### config.mk
export PLATFORM = sky130hd
export DESIGN_NAME = srt_ram
export DESIGN_NICKNAME = d
export VERILOG_FILES = /design/src/rtl/srt_ram.sv
export SDC_FILE = /design/constraint.sdc
export NUM_CORES = 1
export LEC_CHECK = 0
export ABC_AREA = 1
export BUFFER_PORTS_ARGS = -buffer_cell sky130_fd_sc_hd__buf_2
export CORE_UTILIZATION = 55
export DETAILED_ROUTE_END_ITERATION = 8
export PLACE_DENSITY = 0.72
export SLEW_MARGIN = 20
export SYNTH_ARGS = -nofsm -noshare
export SYNTH_HDL_FRONTEND = slang
export SYNTH_SLANG_ARGS = --single-unit
### constraint.sdc
create_clock -name clk -period 2.9 [get_ports clk]
set_input_delay 0.29 -clock clk [delete_from_list [all_inputs] [get_ports clk]]
set_output_delay 0.29 -clock clk [all_outputs]
set_load 0.1 [all_outputs]
### src/rtl/srt_ram.sv
// ---------------------------------------------------------------------------
// srt_ram: generic synchronous RAM
// One write port, one read port, read data registered.
// ---------------------------------------------------------------------------
`default_nettype none

module srt_ram #(
  parameter int WIDTH = 8,
  parameter int DEPTH = 32
) (
  input  logic                     clk,
  input  logic                     we,
  input  logic [$clog2(DEPTH)-1:0] waddr,
  input  logic [WIDTH-1:0]         wdata,
  input  logic                     re,
  input  logic [$clog2(DEPTH)-1:0] raddr,
  output logic [WIDTH-1:0]         rdata
);

  logic [WIDTH-1:0] mem [DEPTH];

  always_ff @(posedge clk) begin
    if (we) mem[waddr] <= wdata;
    if (re) rdata <= mem[raddr];
  end

endmodule

`default_nettype wire

==> results.toml, run 1 <==
[synthesis]
synthTopCellsByArea = "edfxtp_1, nand2_1, nand3_1"
ys.flop_type = "edfxtp_1"
ys_warn_count = 0
ys_seq_elements = 264
synth_top_area_share = 0.730
synthCells = 922
synth.distinct_cells = 11
async_flop_share = 0
synth-edff-count = 264
yosysTopAreaCell = "edfxtp_1"
synth.most_common_cell = "nand2_1"
avgSynthCellArea_um2 = 11.8
syn-cell-area_um2 = 10900
syn-num-nets = 943
synth_top_cells_by_count = "nand2_1, edfxtp_1, nand3_1, nor2_1, buf_6"
ys_seq_area_frac = 0.730

[pwr]
power_density_nw_per_um2 = 687
power_frac_comb = 0.068
clockPowerShare = 0.410
ir_drop_v = 0.000467
power_frac_seq = 0.522
switchingPower_w = 0.00184
switching_share = 0.224
leakage_nw = 4.39
power.internal_w = 0.00635

[worst_hold_path]
hp-start = "re"
hp-class = "in -> reg"
hold_end = "rdata[3]$_DFFE_PP_"
holdPathStages = 1

[timing]
report.final.hold_viol_count = 0
fin_setup_tns_ps = 0
timing.final.crit_share = 0.576
fmaxAchievable_ghz = 0.599
worst_slew_pin_slew_ps = 905
fin_hold_ws_ps = 150
drv_slew = 0
slew_headroom = 0.395
rsz0062_at_grt = "false"
fin_crit_ps = 1670
final-setup-viol-count = 0
clock_skew_ps = 19.8

[clocking]
cts_buffer_depth = 3
cts_resized = 0
clock-sinks = 264
clk_latency_ps = 540
post_cts_buffers = 0
path_clk_slew_ps = 60
cts_tree = "done"
htreeDepth = 1
root_buffer = "clkbuf_16"
cts_buffers = 27
hold_buffers = 0

[cells_and_area]
area_growth_pct = 9.68
n_fill_cell = 1536
antenna_cells = 0
nets = 961
layout-drive-gt1-share = 0.0833

[floorplan]
die_w_um = 143
fp.dieArea_um2 = 20300
die_h_um = 143
fp.coreArea_um2 = 19400
initial_core_util = 0.560
placement_rows = 51
ios = 29

[worst_setup_path]
r2r-start = "mem[14][4]$_DFFE_PP_"
r2r_end = "rdata[4]$_DFFE_PP_"
crit_path_end_kind = "output port"
crit_path_top_delay_cell = "buf_2"
cp-startpoint = "rdata[3]$_DFFE_PP_"
path_buf_inv = 1
critPathRequiredTime_ps = 2610
critical_path.top_delay_family = "buffers and inverters"
slowest_delay_ps = 450
arrival_ps = 1380
crit_path_start_kind = "register"
worstPathCellList = "buf_2"
cp_max_fo = 1
ff2ff_path_depth = 8
regToRegSetupSlack_ps = 1550
worstSetupPathType = "reg -> out"

[global_routing]
grt_pass1_vias = 6723
track_usage = 0.259
antenna_found_initial = 0
grt_max_degree = 129
grt_overflow_total = 0
grt_pass1_wl_mm = 38.6

[drt]
wl_per_cell_um = 20.5
first_pass_iters = 5
vias = 6988
first_iter_violations = 745
drc_errors = 0
ant_nets = 0
viasPerCell = 5.70
wirelength_mm = 25.1

[placed_design]
port_buffers = 28
dp_hpwl_mm = 14.2
gp_congestion = 0.826

[flow_run]
maxCapViolCount = 0

[run_status]
outcome = "complete, no violations"
==> final cells by class <==
class / instances / area [um2] / area share
sequential: 264 / 7930 / 0.665
multi-input combinational: 596 / 2490 / 0.209
clock buffer: 33 / 698 / 0.0586
tap: 265 / 332 / 0.0278
timing repair buffer: 41 / 278 / 0.0233
clock inverter: 16 / 151 / 0.0127
inverter: 10 / 40.0 / 0.00336
==> logic make-up after synthesis <==
family / count (synthesis) / synth area share
buffers and inverters: 62 / 0.0411
flip-flops: 264 / 0.730
AND/OR/NAND/NOR: 596 / 0.229
==> sequential cells by signal, summed over array words and instances, names as in the netlist <==
name   count
mem      256
rdata      8
==> worst max path at each step <==
stage	endpoint	slack [ps]	cells past startpoint
5_1_grt	rdata[6]	1200	1
3_3_place_gp	rdata[5]$_DFFE_PP_	870	9
3_5_place_dp	rdata[2]$_DFFE_PP_	850	9
4_1_cts	rdata[3]	1230	1
2_1_floorplan	mem[0][0]$_DFFE_PP_	1580	3
6_report	rdata[3]	1230	1
==> routing by layer <==
layer  wire [um]  vias to the layer above  GRT usage
li1            -                     3242          -
met1       10200                     3332      0.363
met4         851                        0      0.100
met2       12100                      348      0.416
met3        1880                       66     0.0336
met5           0                        -          0
==> power by group through the flow <==
stage          clock (W)  combinational [W]  sequential [W]
6_report         0.00336           0.000559         0.00428
5_1_grt          0.00356           0.000607         0.00428
4_1_cts          0.00339           0.000559         0.00428
3_5_place_dp           0           0.000556         0.00436
3_3_place_gp           0           0.000550         0.00436
2_1_floorplan          0           0.000306         0.00442
==> cell usage in the layout (no fill, tap or decap), types with 6 or more instances in the layout <==
master	netlist	layout
nor2_1	32	32
nand3_1	204	204
clkinv_1	0	6
inv_1	8	8
buf_2	15	27
nand2_1	360	360
clkinv_2	0	6
clkbuf_1	7	6
buf_4	4	11
edfxtp_1	264	264
clkbuf_16	0	27
==> stage by stage <==
step / power [W] / cells / utilization / setup slack (ps) / cell area (um2)
floorplan: 0.00473 / 922 / - / 1580 / 10900
global route: 0.00844 / 1225 / 0.614 / 1200 / 11900
global placement: 0.00490 / 1176 / 0.571 / 867 / 11100
detailed placement: 0.00491 / 1176 / 0.571 / 851 / 11100
finish: 0.00819 / 1225 / 0.614 / 1230 / 11900
CTS: 0.00822 / 1225 / 0.614 / 1230 / 11900
(Power assumes the default switching activity.)
==> inputs of run 2 (changes only) <==
- PLACE_DENSITY: 0.72 -> 0.74
- clock period: 2.9 -> 1.5 ns (I/O delays scaled with it)
==> run 2 against run 1 <==
Cell count is 4.6% higher; clock power is 73% higher; routed wire length is 1.9% lower; flip-flop and latch count stayed put; largest power group unchanged; non-clock buffer count is 59 higher; critical path depth stayed put.
==> results.toml, run 2 (synthesis results as in run 1) <==
[run_status]
outcome = "complete, no violations"

[timing]
slew_headroom = 0.673
drv_slew = 0
fmaxAchievable_ghz = 0.680
report.final.hold_viol_count = 0
clock_skew_ps = 16.3
fin_hold_ws_ps = 56.3
timing.final.crit_share = 0.980
final-setup-viol-count = 0
worst_slew_pin_slew_ps = 494
rsz0062_at_grt = "false"
fin_crit_ps = 1470
fin_setup_tns_ps = 0

[floorplan]
fp.coreArea_um2 = 19400
placement_rows = 51
die_h_um = 143
fp.dieArea_um2 = 20300
ios = 29
die_w_um = 143
initial_core_util = 0.560

[worst_setup_path]
ff2ff_path_depth = 8
worstSetupPathType = "reg -> out"
crit_path_top_delay_cell = "buf_2"
crit_path_end_kind = "output port"
worstPathCellList = "buf_2"
cp.depth = 1
slowest_delay_ps = 440
critPathRequiredTime_ps = 1350
path_buf_inv = 1
cp_max_fo = 1
critical_path.top_delay_family = "buffers and inverters"
arrival_ps = 1320
crit_path_start_kind = "register"

[drt]
ant_nets = 0
vias = 7212
drc_errors = 0
wl_per_cell_um = 19.2
viasPerCell = 5.63
first_pass_iters = 5
first_iter_violations = 787
wirelength_mm = 24.6

[clocking]
post_cts_buffers = 0
clock-sinks = 264
path_clk_slew_ps = 60
root_buffer = "clkbuf_16"
htreeDepth = 1
cts_tree = "done"
cts_buffers = 26
cts_buffer_depth = 3
clk_latency_ps = 530

[pwr]
power_density_nw_per_um2 = 1230
leakage_nw = 4.72
total_power_w = 0.0153
ir_drop_v = 0.00103

[placed_design]
gp_congestion = 0.826
port_buffers = 28
dp_hpwl_mm = 15.5

[global_routing]
grt_use_met2 = 0.395
use_met1 = 0.368
grt_overflow_total = 0
antenna_found_initial = 0
track_usage = 0.252
grt_pass1_wl_mm = 38.0
grt_pass1_vias = 6830
gr-usage-met3 = 0.0363
grt_max_degree = 65
top_usage_layer = "met2"

[cells_and_area]
nets = 1019
area_growth_pct = 14.7
max_flop_register = "mem"
n_fill_cell = 1455
finalCoreUtilization = 0.643
layout-drive-gt1-share = 0.131
largest_reg_flops = 256
final_common_cell = "nand2_1"
final_cell_mix = "nand2_1, edfxtp_1, nand3_1"
antenna_cells = 0
reg_top3 = "mem: 256 flops, rdata: 8 flops"

[worst_hold_path]
hp-class = "in -> reg"
holdPathStages = 1

[flow_run]
maxCapViolCount = 0
[run 2: cell count changes in the layout (fill, tap and decap cells not counted)]
cell,previous run,this run
clkbuf_1,6,8
inv_6,1,0
dlygate4sd3_1,0,1
clkbuf_4,0,2
buf_12,3,18
buf_2,27,23
inv_4,1,0
buf_4,11,56
bufinv_16,3,0
[run 2: final timing paths]
check                            start                    to  slack [ps]
setup reg to reg  mem[13][2]$_DFFE_PP_    rdata[2]$_DFFE_PP_         200
hold / removal                wdata[2]  mem[26][2]$_DFFE_PP_          60
hold reg to reg   mem[25][3]$_DFFE_PP_    rdata[3]$_DFFE_PP_         850
setup / recovery    rdata[5]$_DFFE_PP_              rdata[5]          30
[run 2: metal layers]
metal / up-vias / wire length (um)
met5: - / 0
met4: 0 / 566
met3: 45 / 1890
met2: 338 / 11600
met1: 3470 / 10600
li1: 3359 / -
[run 2: power by group]
part           total (W)  switching (W)  internal (W)
combinational    0.00121       0.000854      0.000359
sequential       0.00826      0.0000316       0.00823
clock            0.00582        0.00255       0.00327
total             0.0153        0.00343        0.0119
[run 2: cell type report]
| cell class | count | area, um2 | area share |
|---|---|---|---|
| clock buffers | 35 | 706 | 0.0566 |
| clock inverters | 11 | 47.5 | 0.00381 |
| inverters | 10 | 38.8 | 0.00311 |
| multi-input cells | 596 | 2490 | 0.200 |
| flip-flops and latches | 264 | 7930 | 0.636 |
| well taps | 265 | 332 | 0.0266 |
| repair buffers | 100 | 921 | 0.0739 |
[run 2: metrics by stage]
step	setup slack [ps]	cells	area [um2]
final	29.6	1281	12500
after global routing	4.86	1281	12500
after CTS	0.192	1281	12500
after detailed placement	-72.8	1234	11700
after global placement	-65.9	1234	11700
after floorplan	316	922	10900
[run 2: what timing repair did]
action,4_1_cts,5_1_grt
endpoints found under the setup margin,2,2
endpoints found under the hold margin,8,0
pin swaps,0,0
gates resized for setup,2,2
hold buffers,1,0
